<file path="src/sv/pitd_pkg.sv">
// ----------------------------------------------------------------------------
// pitd_pkg: shared types and constants for the padded integer digit formatter
// Holds the controller states, the command and status bundles between the
// controller and the datapath, the character codes and the power table.
// ----------------------------------------------------------------------------
package pitd_pkg;

   localparam int MAX_DIGITS_DEFAULT = 10;
   localparam int HEX_DIGIT_LIMIT    = 8;

   localparam int NUMBER_WIDTH = 32;
   localparam int COUNT_WIDTH  = 4;
   localparam int MODE_WIDTH   = 2;
   localparam int DIGIT_WIDTH  = 4;
   localparam int CKIND_WIDTH  = 2;
   localparam int SHIFT_WIDTH  = 5;

   // Packed widths of the stream buses.
   localparam int REQ_TDATA_WIDTH = 40;
   localparam int RSP_TDATA_WIDTH = 8;

   localparam logic [CKIND_WIDTH-1:0] CK_DIGIT    = 2'd0;
   localparam logic [CKIND_WIDTH-1:0] CK_SPACE    = 2'd1;
   localparam logic [CKIND_WIDTH-1:0] CK_OVERFLOW = 2'd2;

   localparam logic [MODE_WIDTH-1:0] ALIGN_LEFT  = 2'd0;
   localparam logic [MODE_WIDTH-1:0] ALIGN_RIGHT = 2'd1;
   localparam logic [MODE_WIDTH-1:0] ALIGN_ZEROS = 2'd2;

   localparam logic [SHIFT_WIDTH-1:0] LEAD_SHIFT  = 5'd31;
   localparam logic [SHIFT_WIDTH-1:0] DIGIT_SHIFT = 5'd3;

   localparam logic [DIGIT_WIDTH-1:0] DEC_RADIX = 4'd10;

   typedef enum logic [1:0] {
      ST_IDLE,
      ST_DIVIDE,
      ST_DECIDE,
      ST_OUTPUT
   } ctl_state_type;

   typedef enum logic [1:0] {
      PH_WAIT,
      PH_DIGITS,
      PH_SPACES
   } phase_type;

   typedef struct packed {
      logic load;
      logic step;
      logic decide;
      logic advance;
   } dp_cmd_type;

   typedef struct packed {
      logic shift_zero;
      logic emit;
      logic at_ones;
   } dp_status_type;

   // Radix raised to a position, for positions 0 to 9 in decimal and 0 to 7 in hexadecimal.
   function automatic logic [NUMBER_WIDTH-1:0] radix_power(input logic hex,
                                                         input logic [COUNT_WIDTH-1:0] pos);
      logic [NUMBER_WIDTH-1:0] p;
      begin
         p = 32'd1;
         if (hex) begin
            case (pos)
               4'd0:    p = 32'h0000_0001;
               4'd1:    p = 32'h0000_0010;
               4'd2:    p = 32'h0000_0100;
               4'd3:    p = 32'h0000_1000;
               4'd4:    p = 32'h0001_0000;
               4'd5:    p = 32'h0010_0000;
               4'd6:    p = 32'h0100_0000;
               4'd7:    p = 32'h1000_0000;
               default: p = 32'h1000_0000;
            endcase
         end else begin
            case (pos)
               4'd0:    p = 32'd1;
               4'd1:    p = 32'd10;
               4'd2:    p = 32'd100;
               4'd3:    p = 32'd1000;
               4'd4:    p = 32'd10000;
               4'd5:    p = 32'd100000;
               4'd6:    p = 32'd1000000;
               4'd7:    p = 32'd10000000;
               4'd8:    p = 32'd100000000;
               4'd9:    p = 32'd1000000000;
               default: p = 32'd1000000000;
            endcase
         end
         return p;
      end
   endfunction

endpackage

</file>
<file path="src/sv/pitd_ctl.sv">
// ----------------------------------------------------------------------------
// pitd_ctl: sequencer for the padded integer digit formatter
// Accepts one number, runs the compare-subtract steps for each position,
// decides whether a character is written and hands it to the result bus.
// ----------------------------------------------------------------------------
module pitd_ctl (
   input  logic                    clock,
   input  logic                    reset,
   input  logic                    req_tvalid,
   output logic                    req_tready,
   output logic                    rsp_tvalid,
   input  logic                    rsp_tready,
   output pitd_pkg::dp_cmd_type    cmd,
   input  pitd_pkg::dp_status_type status
);
   import pitd_pkg::*;

   ctl_state_type state_ff;
   ctl_state_type state_in;

   always_ff @(posedge clock) begin
      if (reset) begin
         state_ff <= ST_IDLE;
      end else begin
         state_ff <= state_in;
      end
   end

   always_comb begin
      state_in   = state_ff;
      cmd        = '0;
      req_tready = 1'b0;
      rsp_tvalid = 1'b0;
      case (state_ff)
         ST_IDLE: begin
            req_tready = 1'b1;
            if (req_tvalid) begin
               cmd.load = 1'b1;
               state_in = ST_DIVIDE;
            end
         end
         ST_DIVIDE: begin
            cmd.step = 1'b1;
            if (status.shift_zero) begin
               state_in = ST_DECIDE;
            end
         end
         ST_DECIDE: begin
            cmd.decide = 1'b1;
            if (status.emit) begin
               state_in = ST_OUTPUT;
            end else begin
               // A suppressed leading zero: go straight to the next position.
               cmd.advance = 1'b1;
               state_in    = ST_DIVIDE;
            end
         end
         ST_OUTPUT: begin
            rsp_tvalid = 1'b1;
            if (rsp_tready) begin
               if (status.at_ones) begin
                  state_in = ST_IDLE;
               end else begin
                  cmd.advance = 1'b1;
                  state_in    = ST_DIVIDE;
               end
            end
         end
         default: begin
            state_in = ST_IDLE;
         end
      endcase
   end

endmodule

</file>
<file path="src/sv/pitd_dp.sv">
// ----------------------------------------------------------------------------
// pitd_dp: datapath for the padded integer digit formatter
// Keeps the magnitude remainder, the position, the shift step and the
// quotient bits, and forms the character for each position.
// ----------------------------------------------------------------------------
module pitd_dp #(
   parameter int MAX_DIGITS = pitd_pkg::MAX_DIGITS_DEFAULT
) (
   input  logic                                  clock,
   input  logic [pitd_pkg::REQ_TDATA_WIDTH-1:0]  req_tdata,
   input  logic                                  req_tuser,
   output logic [pitd_pkg::RSP_TDATA_WIDTH-1:0]  rsp_tdata,
   output logic [pitd_pkg::CKIND_WIDTH-1:0]      rsp_tuser,
   output logic                                  rsp_tlast,
   input  pitd_pkg::dp_cmd_type                  cmd,
   output pitd_pkg::dp_status_type               status
);
   import pitd_pkg::*;

   localparam logic [COUNT_WIDTH-1:0] DEC_LIMIT = COUNT_WIDTH'(MAX_DIGITS);
   localparam logic [COUNT_WIDTH-1:0] HEX_LIMIT =
      COUNT_WIDTH'((MAX_DIGITS > HEX_DIGIT_LIMIT) ? HEX_DIGIT_LIMIT : MAX_DIGITS);

   logic [NUMBER_WIDTH-1:0] rem_ff,  rem_in;
   logic                    neg_ff,  neg_in;
   logic                    hex_ff,  hex_in;
   logic [COUNT_WIDTH-1:0]  pos_ff,  pos_in;
   logic [SHIFT_WIDTH-1:0]  shift_ff, shift_in;
   logic [DIGIT_WIDTH-1:0]  qlo_ff,  qlo_in;
   logic                    qbig_ff, qbig_in;
   phase_type               phase_ff, phase_in;
   logic [CKIND_WIDTH-1:0]  ck_ff,   ck_in;
   logic [DIGIT_WIDTH-1:0]  dv_ff,   dv_in;
   logic                    last_ff, last_in;

   logic [NUMBER_WIDTH-1:0]   number;
   logic [MODE_WIDTH-1:0]     align_mode;
   logic [COUNT_WIDTH-1:0]    digit_count;
   logic [COUNT_WIDTH-1:0]    limit;
   logic [COUNT_WIDTH-1:0]    count_clamped;
   logic [NUMBER_WIDTH-1:0]   power;
   logic [2*NUMBER_WIDTH-1:0] shifted;
   logic                      sub_ok;
   logic                      q_nonzero;
   logic                      q_overflow;
   logic                      write_char;

   assign number      = req_tdata[NUMBER_WIDTH-1:0];
   assign align_mode  = req_tdata[NUMBER_WIDTH+MODE_WIDTH-1:NUMBER_WIDTH];
   assign digit_count = req_tdata[NUMBER_WIDTH+MODE_WIDTH+COUNT_WIDTH-1:
                                  NUMBER_WIDTH+MODE_WIDTH];

   always_comb begin
      limit         = req_tuser ? HEX_LIMIT : DEC_LIMIT;
      count_clamped = digit_count;
      if (digit_count == '0) begin
         count_clamped = COUNT_WIDTH'(1);
      end
      if (count_clamped > limit) begin
         count_clamped = limit;
      end
   end

   // Power of the radix shifted by the current step; a shift past 32 bits
   // can never fit under the remainder.
   assign power   = radix_power(hex_ff, pos_ff);
   assign shifted = {{NUMBER_WIDTH{1'b0}}, power} << shift_ff;
   assign sub_ok  = (shifted[2*NUMBER_WIDTH-1:NUMBER_WIDTH] == '0) &&
                    (rem_ff >= shifted[NUMBER_WIDTH-1:0]);

   assign q_nonzero  = qbig_ff || (qlo_ff != '0);
   assign q_overflow = qbig_ff || (!hex_ff && (qlo_ff >= DEC_RADIX)) ||
                       (neg_ff && q_nonzero);
   assign write_char = (phase_ff == PH_DIGITS) || q_nonzero || (pos_ff == '0);

   assign status.shift_zero = (shift_ff == '0);
   assign status.emit       = write_char || (phase_ff == PH_SPACES);
   assign status.at_ones    = (pos_ff == '0);

   always_comb begin
      rem_in   = rem_ff;
      neg_in   = neg_ff;
      hex_in   = hex_ff;
      pos_in   = pos_ff;
      shift_in = shift_ff;
      qlo_in   = qlo_ff;
      qbig_in  = qbig_ff;
      phase_in = phase_ff;
      ck_in    = ck_ff;
      dv_in    = dv_ff;
      last_in  = last_ff;
      if (cmd.load) begin
         neg_in   = number[NUMBER_WIDTH-1];
         rem_in   = number[NUMBER_WIDTH-1] ? (~number + 32'd1) : number;
         hex_in   = req_tuser;
         pos_in   = count_clamped - COUNT_WIDTH'(1);
         shift_in = LEAD_SHIFT;
         qlo_in   = '0;
         qbig_in  = 1'b0;
         case (align_mode)
            ALIGN_RIGHT: phase_in = PH_SPACES;
            ALIGN_ZEROS: phase_in = PH_DIGITS;
            default:     phase_in = PH_WAIT;
         endcase
      end
      if (cmd.step) begin
         if (sub_ok) begin
            rem_in = rem_ff - shifted[NUMBER_WIDTH-1:0];
            if (shift_ff > SHIFT_WIDTH'(DIGIT_SHIFT)) begin
               qbig_in = 1'b1;
            end else begin
               qlo_in[shift_ff[1:0]] = 1'b1;
            end
         end
         if (shift_ff != '0) begin
            shift_in = shift_ff - SHIFT_WIDTH'(1);
         end
      end
      if (cmd.decide) begin
         last_in = (pos_ff == '0);
         if (write_char) begin
            phase_in = PH_DIGITS;
            ck_in    = q_overflow ? CK_OVERFLOW : CK_DIGIT;
            dv_in    = q_overflow ? '0 : qlo_ff;
         end else begin
            ck_in = CK_SPACE;
            dv_in = '0;
         end
      end
      if (cmd.advance) begin
         // After the leading position the quotient stays below the radix.
         pos_in   = pos_ff - COUNT_WIDTH'(1);
         shift_in = DIGIT_SHIFT;
         qlo_in   = '0;
         qbig_in  = 1'b0;
      end
   end

   always_ff @(posedge clock) begin
      rem_ff   <= rem_in;
      neg_ff   <= neg_in;
      hex_ff   <= hex_in;
      pos_ff   <= pos_in;
      shift_ff <= shift_in;
      qlo_ff   <= qlo_in;
      qbig_ff  <= qbig_in;
      phase_ff <= phase_in;
      ck_ff    <= ck_in;
      dv_ff    <= dv_in;
      last_ff  <= last_in;
   end

   assign rsp_tdata = {{(RSP_TDATA_WIDTH-DIGIT_WIDTH){1'b0}}, dv_ff};
   assign rsp_tuser = ck_ff;
   assign rsp_tlast = last_ff;

endmodule

</file>
<file path="src/sv/padded_int_to_digits.sv">
// ----------------------------------------------------------------------------
// padded_int_to_digits: fixed-width signed integer to digit string formatter
// Each beat in carries one number; one beat out per written character.
// Sequence: the leading position runs compare-subtract steps over every shift
// of the power, each later position only over the shifts of one digit; then
// a decide step per position and an output step per written character, held
// while the result bus stalls. One number at a time: the next is taken only
// after the final character of the last; all positions share one compare-subtract unit.
// Reset: synchronous, active high; the sequencer returns to idle.
// ----------------------------------------------------------------------------
module padded_int_to_digits #(
   parameter int MAX_DIGITS = pitd_pkg::MAX_DIGITS_DEFAULT
) (
   input  logic                                  clock,
   input  logic                                  reset,
   input  logic                                  req_tvalid,
   output logic                                  req_tready,
   // number [31:0], align_mode [33:32], digit_count [37:34], zero fill above
   input  logic [pitd_pkg::REQ_TDATA_WIDTH-1:0]  req_tdata,
   // kind: 0 decimal, 1 hexadecimal
   input  logic                                  req_tuser,
   output logic                                  rsp_tvalid,
   input  logic                                  rsp_tready,
   // digit_value [3:0], zero fill above
   output logic [pitd_pkg::RSP_TDATA_WIDTH-1:0]  rsp_tdata,
   // char_kind [1:0]
   output logic [pitd_pkg::CKIND_WIDTH-1:0]      rsp_tuser,
   output logic                                  rsp_tlast
);
   import pitd_pkg::*;

   dp_cmd_type    cmd;
   dp_status_type status;

   pitd_ctl u_ctl (
      .clock      (clock),
      .reset      (reset),
      .req_tvalid (req_tvalid),
      .req_tready (req_tready),
      .rsp_tvalid (rsp_tvalid),
      .rsp_tready (rsp_tready),
      .cmd        (cmd),
      .status     (status)
   );

   pitd_dp #(
      .MAX_DIGITS (MAX_DIGITS)
   ) u_dp (
      .clock     (clock),
      .req_tdata (req_tdata),
      .req_tuser (req_tuser),
      .rsp_tdata (rsp_tdata),
      .rsp_tuser (rsp_tuser),
      .rsp_tlast (rsp_tlast),
      .cmd       (cmd),
      .status    (status)
   );

endmodule

</file>
<file path="config.mk">
export PLATFORM = sky130hd
export DESIGN_NAME = padded_int_to_digits
export DESIGN_NICKNAME = d
export VERILOG_FILES = /design/src/sv/pitd_pkg.sv /design/src/sv/pitd_ctl.sv /design/src/sv/pitd_dp.sv /design/src/sv/padded_int_to_digits.sv
export SDC_FILE = /design/constraint.sdc
export NUM_CORES = 1
export LEC_CHECK = 0
export BUFFER_PORTS_ARGS = -buffer_cell sky130_fd_sc_hd__buf_2
export CORE_MARGIN = 8
export CORE_UTILIZATION = 40
export CTS_CLUSTER_DIAMETER = 40
export DETAILED_ROUTE_END_ITERATION = 8
export PLACE_DENSITY = 0.53
export SYNTH_ARGS = -nofsm -noshare
export SYNTH_HDL_FRONTEND = slang
export SYNTH_SLANG_ARGS = --single-unit
</file>
<file path="constraint.sdc">
create_clock -name clock -period 5.2 [get_ports clock]
set_input_delay 1.3 -clock clock [delete_from_list [all_inputs] [get_ports clock]]
set_output_delay 1.3 -clock clock [all_outputs]
set_load 0.03 [all_outputs]
</file>
==> results of run 1 <==
area by class of cell:
cell class              instances  area (um2)  area share
clock buffers                   9         225      0.0250
flip-flops and latches         90        1930       0.215
inverters                      38         146      0.0163
well taps                     270         338      0.0375
clock inverters                 7        58.8     0.00653
multi-input cells             839        5690       0.632
repair buffers                 95         614      0.0683
through the flow:
stage                      util  instance area, um2  power (uW)  setup WS (ns)  cells
after floorplan               -                8090        3870          0.746   1031
after global routing      0.449                9000        5930        0.00874   1348
after global placement    0.433                8670        4750          0.372   1328
after detailed placement  0.433                8670        4750          0.288   1328
final                     0.449                9000        5440          0.364   1348
after CTS                 0.447                8950        5420          0.242   1344
worst max path at each step:
stage | end | slack, ns | cells after the start
floorplan | u_dp.rem_ff[16]$_DFF_P_ | 0.75 | 17
global placement | u_dp.rem_ff[0]$_DFF_P_ | 0.37 | 18
detailed placement | u_dp.rem_ff[10]$_DFF_P_ | 0.29 | 17
CTS | u_dp.rem_ff[10]$_DFF_P_ | 0.24 | 17
global route | u_dp.rem_ff[12]$_DFF_P_ | 0.009 | 18
finish | u_dp.rem_ff[10]$_DFF_P_ | 0.36 | 19
cell usage after synthesis (all sizes together), types with 13 or more instances:
| cell type | n | share of area |
|---|---|---|
| o21ai | 66 | 0.041 |
| and2 | 18 | 0.014 |
| a21o | 15 | 0.014 |
| buf | 28 | 0.024 |
| clkbuf | 36 | 0.017 |
| nor3 | 23 | 0.014 |
| mux2 | 16 | 0.022 |
| nor2b | 16 | 0.012 |
| nand2b | 17 | 0.013 |
| xor2 | 37 | 0.040 |
| a31oi | 16 | 0.012 |
| a21oi | 90 | 0.056 |
| dfxtp | 77 | 0.19 |
| ha | 45 | 0.070 |
| nand2 | 108 | 0.050 |
| xnor2 | 20 | 0.022 |
| mux2i | 56 | 0.071 |
| edfxtp | 13 | 0.048 |
| nand3 | 19 | 0.012 |
| nor2 | 89 | 0.041 |
| o31ai | 14 | 0.013 |
| inv | 35 | 0.016 |
cells by family after synthesis:
logic type,after synthesis,share of synthesized area
XOR/XNOR,57,0.0618
multiplexers,79,0.113
AND/OR/NAND/NOR,355,0.217
buffers and inverters,102,0.0587
flip-flops,90,0.239
other,1,0.000464
AO/OA/AOI/OAI,298,0.237
adder cells (fa/ha/maj),46,0.0722
routing by layer:
layer  up-vias  track usage  wire, um
met3        21       0.0218       940
met1      3389        0.248     10900
li1       3823            -         -
met2       136        0.295     10200
met5         -            0         0
met4         0       0.0575       427
power by group:
part	total, uW	switching, uW	internal [uW]
clock	648	313	335
sequential	1150	215	933
combinational	3640	2060	1580
total	5440	2590	2850
tightest hold or removal path, delay by kind of cell (launching register included):
family	cells	cell delay, ns
simple gates	1	0.05
compound gates	1	0.05
flops	1	0.32
what timing repair did:
action / in CTS / in global routing
setup buffers: 0 / 4
setup endpoints to repair: 0 / 26
gates resized for setup: 0 / 2
==> results.cfg, run 1 <==
[timing]
finalSetupTns_ns = 0
max_freq_mhz = 207
finalCritPeriodShare = 0.930
rsz0062_at_grt = no
slew-limit-headroom = 0.431
hold_ws_ns = 0.463
slew_viol_final = 0
setup_viol = 0
worst_pin_slew_ns = 0.830
period_needed_ns = 4.84
finalHoldViolCount = 0
clock_skew_ns = 0.00994

[job]
max_cap_viol_count = 0

[global_routing]
grt-ovfl-total = 0
grt_first_pass_wirelength_um = 36700
first_global_vias = 6985
grtUsageTotal = 0.182
grt_max_degree = 59
antenna_found_initial = 0

[cells_and_area]
final_cell_mix = 107 x nand2_1, 90 x a21oi_1, 89 x nor2_1
drive_above_1_share = 0.140
fillCellCount = 2134
area_delta_synth_final_pct = 11.4
antenna_cells = 0
final_common_cell = nand2_1
nets = 1164

[synth]
synth_area_per_cell_um2 = 7.86
synthFlopType = dfxtp_1
syn_area_um2 = 8080
synth_edf_count = 13
netlist_instances = 1028
async_flop_share = 0
synth_seq_cells = 90
yosysWarnings = 0
synth_cell_type_count = 83
synth-seq-area-share = 0.239

[pwr]
p_per_area_nw_per_um2 = 604
peakVddDrop_v = 0.000217
power.leakage_uw = 0.00392

[floorplan]
core_area_um2 = 20000
rows = 52
dieArea_um2 = 25000
die_h_um = 158
start_util = 0.403
die_w_um = 158
io_pins = 58

[drt]
drt_first_pass_iters = 5
viasPerCell = 5.47
wl_um = 22500
drc = 0
routedWlPerCell_um = 16.7
ant_nets = 0
drtIter0Drc = 416
vias = 7369

[clock_network]
insertion_delay_ns = 0.35
cts_root_buffer = clkbuf_16
h-tree-depth = 3
clock_path_buffers = 2
hold_buffers = 0
cts_tree = done
clkTransAtPathRegs_ns = 0.07
cts_buffers = 9
cts_sinks = 90

[worst_setup_path]
crit_path_end_kind = flop
slowest_delay_ns = 0.46
crit_arrival_ns = 5.10
crit_family = simple AND/OR/NAND/NOR gates
required_ns = 5.47
crit_chain = buf_12, buf_4, or3b_2, nand4_1, nand2_1, mux2_2, o21ai_0, o21ai_0, ha_1, nand3_1, nor2_1, nand2_1, nor4_1, a211o_1, or3_1, o211ai_1, buf_4, buf_4, mux2i_1
rr_endpoint = u_dp.rem_ff[10]$_DFF_P_
critPathLaunchType = flop
cpMostUsedCell = buf_4
critPathBufInv = 4
cp-startpoint = u_dp.hex_ff$_DFFE_PP_
rr_worst_depth = 19
path_class = reg2reg
path_max_fanout = 18
reg2reg_from = u_dp.hex_ff$_DFFE_PP_
r2r_slack_ns = 0.36
cp_slowest_cell = or3b_2

[min_path]
holdPathEnd = u_dp.qbig_ff$_SDFF_PP0_
min_path_cells = 2
min_from = u_dp.qbig_ff$_SDFF_PP0_
hold_path_class = reg2reg

[placed_design]
place_congestion = 0.849
io_buffers = 51
hpwl_um = 17600

[run_status]
status = completed
Power figures use the tool's default switching activity.
==> inputs of run 2 (changes only) <==
--- a/config.mk
+++ b/config.mk
@@ -6,7 +6,6 @@
 export NUM_CORES = 1
 export LEC_CHECK = 0
 export BUFFER_PORTS_ARGS = -buffer_cell sky130_fd_sc_hd__buf_2
-export CORE_MARGIN = 8
 export CORE_UTILIZATION = 40
 export CTS_CLUSTER_DIAMETER = 40
 export DETAILED_ROUTE_END_ITERATION = 8
==> run 2 against run 1 <==
Effect of this change:
- wire length is 0.84% lower
- setup slack lost 0.044 ns
- die area fell by 17%
- flip-flop and latch count did not move
- design area down 0.40%
- via count rose by 1.4%
- critical path depth decreased by 1
- total power rose by 0.36%
- utilization is 0.70 points higher
- critical path type unchanged
- largest power group unchanged
==> results.cfg, run 2 (synthesized netlist as in run 1, its figures left out) <==
[worst_setup_path]
required_ns = 5.49
reg2reg_from = u_dp.hex_ff$_DFFE_PP_
crit_arrival_ns = 5.17
path_max_fanout = 17
path_class = reg2reg
rr_worst_depth = 18
r2r_slack_ns = 0.32
crit_path_end_kind = flop
critPathLaunchType = flop
rr_endpoint = u_dp.rem_ff[0]$_DFF_P_

[global_routing]
grtUsageTotal = 0.223
grt_first_pass_wirelength_um = 36100
grt-ovfl-total = 0
antenna_found_initial = 0
first_global_vias = 7058
grt_max_degree = 59

[drt]
vias = 7470
ant_nets = 0
wl_um = 22300
drc = 0
routedWlPerCell_um = 16.7
viasPerCell = 5.59
drt_first_pass_iters = 4
drtIter0Drc = 422

[pwr]
peakVddDrop_v = 0.000274
p_per_area_nw_per_um2 = 609
power.leakage_uw = 0.00389
total_power_uw = 5460

[placed_design]
hpwl_um = 17400
place_congestion = 0.870
io_buffers = 51
dpl-instance-area_um2 = 8640

[clock_network]
h-tree-depth = 3
cts_root_buffer = clkbuf_16
cts_sinks = 90
clkTransAtPathRegs_ns = 0.07
cts_tree = done
clock_path_buffers = 2
insertion_delay_ns = 0.36
cts_buffers = 9

[timing]
setup_viol = 0
slew-limit-headroom = 0.393
finalHoldViolCount = 0
clock_skew_ns = 0.0112
finalCritPeriodShare = 0.939
period_needed_ns = 4.88
worst_pin_slew_ns = 0.885
slew_viol_final = 0
max_freq_mhz = 205
finalSetupTns_ns = 0
rsz0062_at_grt = no

[cells_and_area]
nets = 1157
drive_above_1_share = 0.134
fin_area_um2 = 8960
final_common_cell = nand2_1
final_cell_mix = 107 x nand2_1, 90 x a21oi_1, 89 x nor2_1
antenna_cells = 0
area_delta_synth_final_pct = 11.0
fillCellCount = 2020
multiInputGateArea_um2 = 5690
seq_area_um2 = 1940

[floorplan]
start_util = 0.411
rows = 51
die_w_um = 144
die_h_um = 144
dieArea_um2 = 20800
core_area_um2 = 19700
io_pins = 58

[run_status]
status = completed

[min_path]
hold_path_class = reg2reg
min_from = u_dp.qbig_ff$_SDFF_PP0_
holdPathEnd = u_dp.qbig_ff$_SDFF_PP0_
min_path_cells = 2

[job]
max_cap_viol_count = 0
[run 2: timing repair]
| item | CTS | global route |
|---|---|---|
| setup buffers | 0 | 1 |
| resized for setup | 0 | 2 |
| setup endpoints to repair | 0 | 21 |
| hold buffers | 0 | 0 |
[run 2: area by class of cell]
cell class	count	share of cell area
multi-input cells	839	0.634
clock buffers	9	0.0251
flip-flops and latches	90	0.216
repair buffers	88	0.0622
well taps	265	0.0370
inverters	38	0.0163
clock inverters	7	0.00921
[run 2: per-layer routing]
layer | track usage | part of all wire | routed length (um) | vias to the layer above
met2 | 0.374 | 0.45 | 10100 | 154
met3 | 0.0209 | 0.032 | 722 | 28
met4 | 0.0750 | 0.021 | 476 | 0
met5 | 0 | 0 | 0 | -
met1 | 0.298 | 0.49 | 11000 | 3477
li1 | - | - | - | 3811
[run 2: worst max path at each step]
stage                                            from                      end  slack [ns]  cells after the start
after floorplan           u_dp.shift_ff[1]$_SDFF_PP1_  u_dp.rem_ff[16]$_DFF_P_        0.75                     17
after global placement    u_dp.shift_ff[2]$_SDFF_PP0_   u_dp.rem_ff[0]$_DFF_P_        0.34                     16
after detailed placement        u_dp.hex_ff$_DFFE_PP_   u_dp.rem_ff[0]$_DFF_P_        0.31                     18
after CTS                 u_dp.shift_ff[2]$_SDFF_PP0_   u_dp.rem_ff[0]$_DFF_P_        0.28                     17
after global routing            u_dp.hex_ff$_DFFE_PP_   u_dp.rem_ff[6]$_DFF_P_       0.008                     18
final                           u_dp.hex_ff$_DFFE_PP_   u_dp.rem_ff[0]$_DFF_P_        0.32                     18
[run 2: worst max-delay path, cell delays in order, from the launching register on]
cell,delay [ns]
edfxtp_1,0.58
clkbuf_4,0.30
nor4bb_1,0.28
a21oi_1,0.12
a31oi_1,0.38
mux2i_1,0.18
a211oi_1,0.30
a21oi_1,0.13
ha_1,0.39
nand3_1,0.17
nor2_1,0.09
nand2_1,0.15
nor4_1,0.08
a211o_1,0.34
or3_1,0.37
o211ai_1,0.19
buf_4,0.33
buf_12,0.22
mux2i_1,0.19
[run 2: power breakdown]
part,switching [uW],total (uW),internal [uW]
clock,309,692,382
sequential,216,1150,935
combinational,2060,3610,1560
total,2580,5460,2870
[run 2: through the flow]
stage          worst slack (ns)  hold WS, ns   util  std cells
3_3_place_gp              0.343        0.454  0.440       1319
2_1_floorplan             0.746        0.429      -       1031
4_1_cts                   0.280        0.467  0.455       1335
3_5_place_dp              0.310        0.456  0.440       1319
5_1_grt                 0.00830        0.476  0.456       1336
6_report                  0.320        0.468  0.456       1336
==> inputs of run 3 (changes only) <==
--- a/config.mk
+++ b/config.mk
@@ -7,6 +7,7 @@
 export LEC_CHECK = 0
 export BUFFER_PORTS_ARGS = -buffer_cell sky130_fd_sc_hd__buf_2
 export CORE_UTILIZATION = 40
+export CTS_BUF_LIST = sky130_fd_sc_hd__clkbuf_8
 export CTS_CLUSTER_DIAMETER = 40
 export DETAILED_ROUTE_END_ITERATION = 8
 export PLACE_DENSITY = 0.53
==> run 3 against run 2 <==
Effect of this change:
- fmax shrank 0.46%
- combinational power about the same
- non-clock buffer count stayed put
- sequential power about the same
- total power down 3.1%
- via count down 0.59%
- clock skew is 0.0064 ns higher
- final cell count is the same
- first-iteration DRC count increased by 5.9%
- critical endpoint unchanged
- largest power group unchanged
- highest routed layer unchanged
==> results.cfg, run 3 (synthesized netlist as in run 1, its figures left out) <==
[run_status]
status = completed

[global_routing]
grt_max_degree = 59
use_met3 = 0.0202
antenna_found_initial = 0
met1_usage = 0.299
grt_first_pass_wirelength_um = 36100
grt-ovfl-total = 0
busiest_layer = met2
grtUsageTotal = 0.223
first_global_vias = 7058
grtUsageMet2 = 0.374

[cells_and_area]
drive_above_1_share = 0.134
finish.utilization = 0.451
area_delta_synth_final_pct = 9.70
final_common_cell = nand2_1
antenna_cells = 0
fillCellCount = 2033
nets = 1157
final_cell_mix = 107 x nand2_1, 90 x a21oi_1, 89 x nor2_1
fin_area_um2 = 8860

[timing]
rsz0062_at_grt = no
finalHoldViolCount = 0
worst_pin_slew_ns = 0.871
hold_ws_ns = 0.472
clock_skew_ns = 0.0176
finalCritPeriodShare = 0.943
setup_viol = 0
period_needed_ns = 4.90
slew_viol_final = 0
slew-limit-headroom = 0.403
finalWorstSetupSlack_ns = 0.297
finalSetupTns_ns = 0
max_freq_mhz = 204

[placed_design]
place_ws_ns = 0.310
io_buffers = 51
place_congestion = 0.870
dpl-instance-area_um2 = 8640
hpwl_um = 17400

[floorplan]
core_area_um2 = 19700
rows = 51
io_pins = 58
die_h_um = 144
start_util = 0.411
dieArea_um2 = 20800
die_w_um = 144

[worst_setup_path]
crit_arrival_ns = 5.23
rr_endpoint = u_dp.rem_ff[0]$_DFF_P_
path_class = reg2reg
crit_path_end_kind = flop
required_ns = 5.53
critPathLaunchType = flop
path_max_fanout = 17
rr_worst_depth = 18
r2r_slack_ns = 0.30
reg2reg_from = u_dp.hex_ff$_DFFE_PP_

[pwr]
peakVddDrop_v = 0.000248
power.leakage_uw = 0.00385
p_per_area_nw_per_um2 = 597

[drt]
drtIter0Drc = 447
vias = 7426
drt_first_pass_iters = 5
drc = 0
wl_um = 22400
routedWlPerCell_um = 16.7
ant_nets = 0
viasPerCell = 5.56

[clock_network]
hold_buffers = 0
clock_path_buffers = 2
h-tree-depth = 3
cts_sinks = 90
insertion_delay_ns = 0.39
cts_tree = done
cts_buffers = 9
cts_root_buffer = clkbuf_8
clkTransAtPathRegs_ns = 0.11

[min_path]
hold_path_class = reg2reg
holdPathEnd = u_dp.qbig_ff$_SDFF_PP0_
min_from = u_dp.qbig_ff$_SDFF_PP0_
min_path_cells = 2

[job]
max_cap_viol_count = 0
[run 3: cell counts in the layout (fill, tap and decap cells not counted)]
No cell type changed its count.
[run 3: per-layer routing]
metal,up-vias,wire [um]
met5,-,0
met4,0,446
met3,26,597
met2,136,10100
met1,3456,11300
li1,3808,-
[run 3: cell type report]
class | instances | area (um2) | share of cell area
multi-input cells | 839 | 5690 | 0.642
flip-flops and latches | 90 | 1930 | 0.218
repair buffers | 88 | 558 | 0.0630
well taps | 265 | 332 | 0.0374
inverters | 38 | 146 | 0.0165
clock buffers | 9 | 124 | 0.0140
clock inverters | 7 | 82.6 | 0.00932
[run 3: worst max-delay path: stages, from the launching register on]
cell	delay, ns
edfxtp_1	0.59
clkbuf_4	0.30
nor4bb_1	0.28
a21oi_1	0.13
a31oi_1	0.37
mux2i_1	0.18
a211oi_1	0.30
a21oi_1	0.13
ha_1	0.39
nand3_1	0.17
nor2_1	0.09
nand2_1	0.15
nor4_1	0.09
a211o_1	0.35
or3_1	0.37
o211ai_1	0.19
buf_4	0.33
buf_12	0.22
mux2i_1	0.19
[run 3: worst max path at each step]
stage | from | end | slack [ns] | cells past startpoint
after floorplan | u_dp.shift_ff[1]$_SDFF_PP1_ | u_dp.rem_ff[16]$_DFF_P_ | 0.75 | 17
after global placement | u_dp.shift_ff[2]$_SDFF_PP0_ | u_dp.rem_ff[0]$_DFF_P_ | 0.34 | 16
after detailed placement | u_dp.hex_ff$_DFFE_PP_ | u_dp.rem_ff[0]$_DFF_P_ | 0.31 | 18
after global routing | u_dp.shift_ff[0]$_SDFF_PP1_ | u_dp.rem_ff[6]$_DFF_P_ | 0.0001 | 17
after CTS | u_dp.shift_ff[2]$_SDFF_PP0_ | u_dp.rem_ff[0]$_DFF_P_ | 0.27 | 17
final | u_dp.hex_ff$_DFFE_PP_ | u_dp.rem_ff[0]$_DFF_P_ | 0.30 | 18
[run 3: report_power, final]
group | internal (uW) | total (uW) | switching [uW] | leakage (uW)
logic | 1560 | 3620 | 2060 | 0.00298
registers | 932 | 1150 | 216 | 0.000763
clock network | 232 | 522 | 291 | 0.000106
[run 3: per-stage QoR]
stage / power [uW] / std cells
3_5_place_dp: 4740 / 1319
3_3_place_gp: 4730 / 1319
4_1_cts: 5280 / 1335
6_report: 5290 / 1336
5_1_grt: 5780 / 1336
2_1_floorplan: 3870 / 1031
[run 3: timing repair]
action | CTS | global route
setup buffers | 0 | 1
gates resized for setup | 0 | 1
setup endpoints to repair | 0 | 25
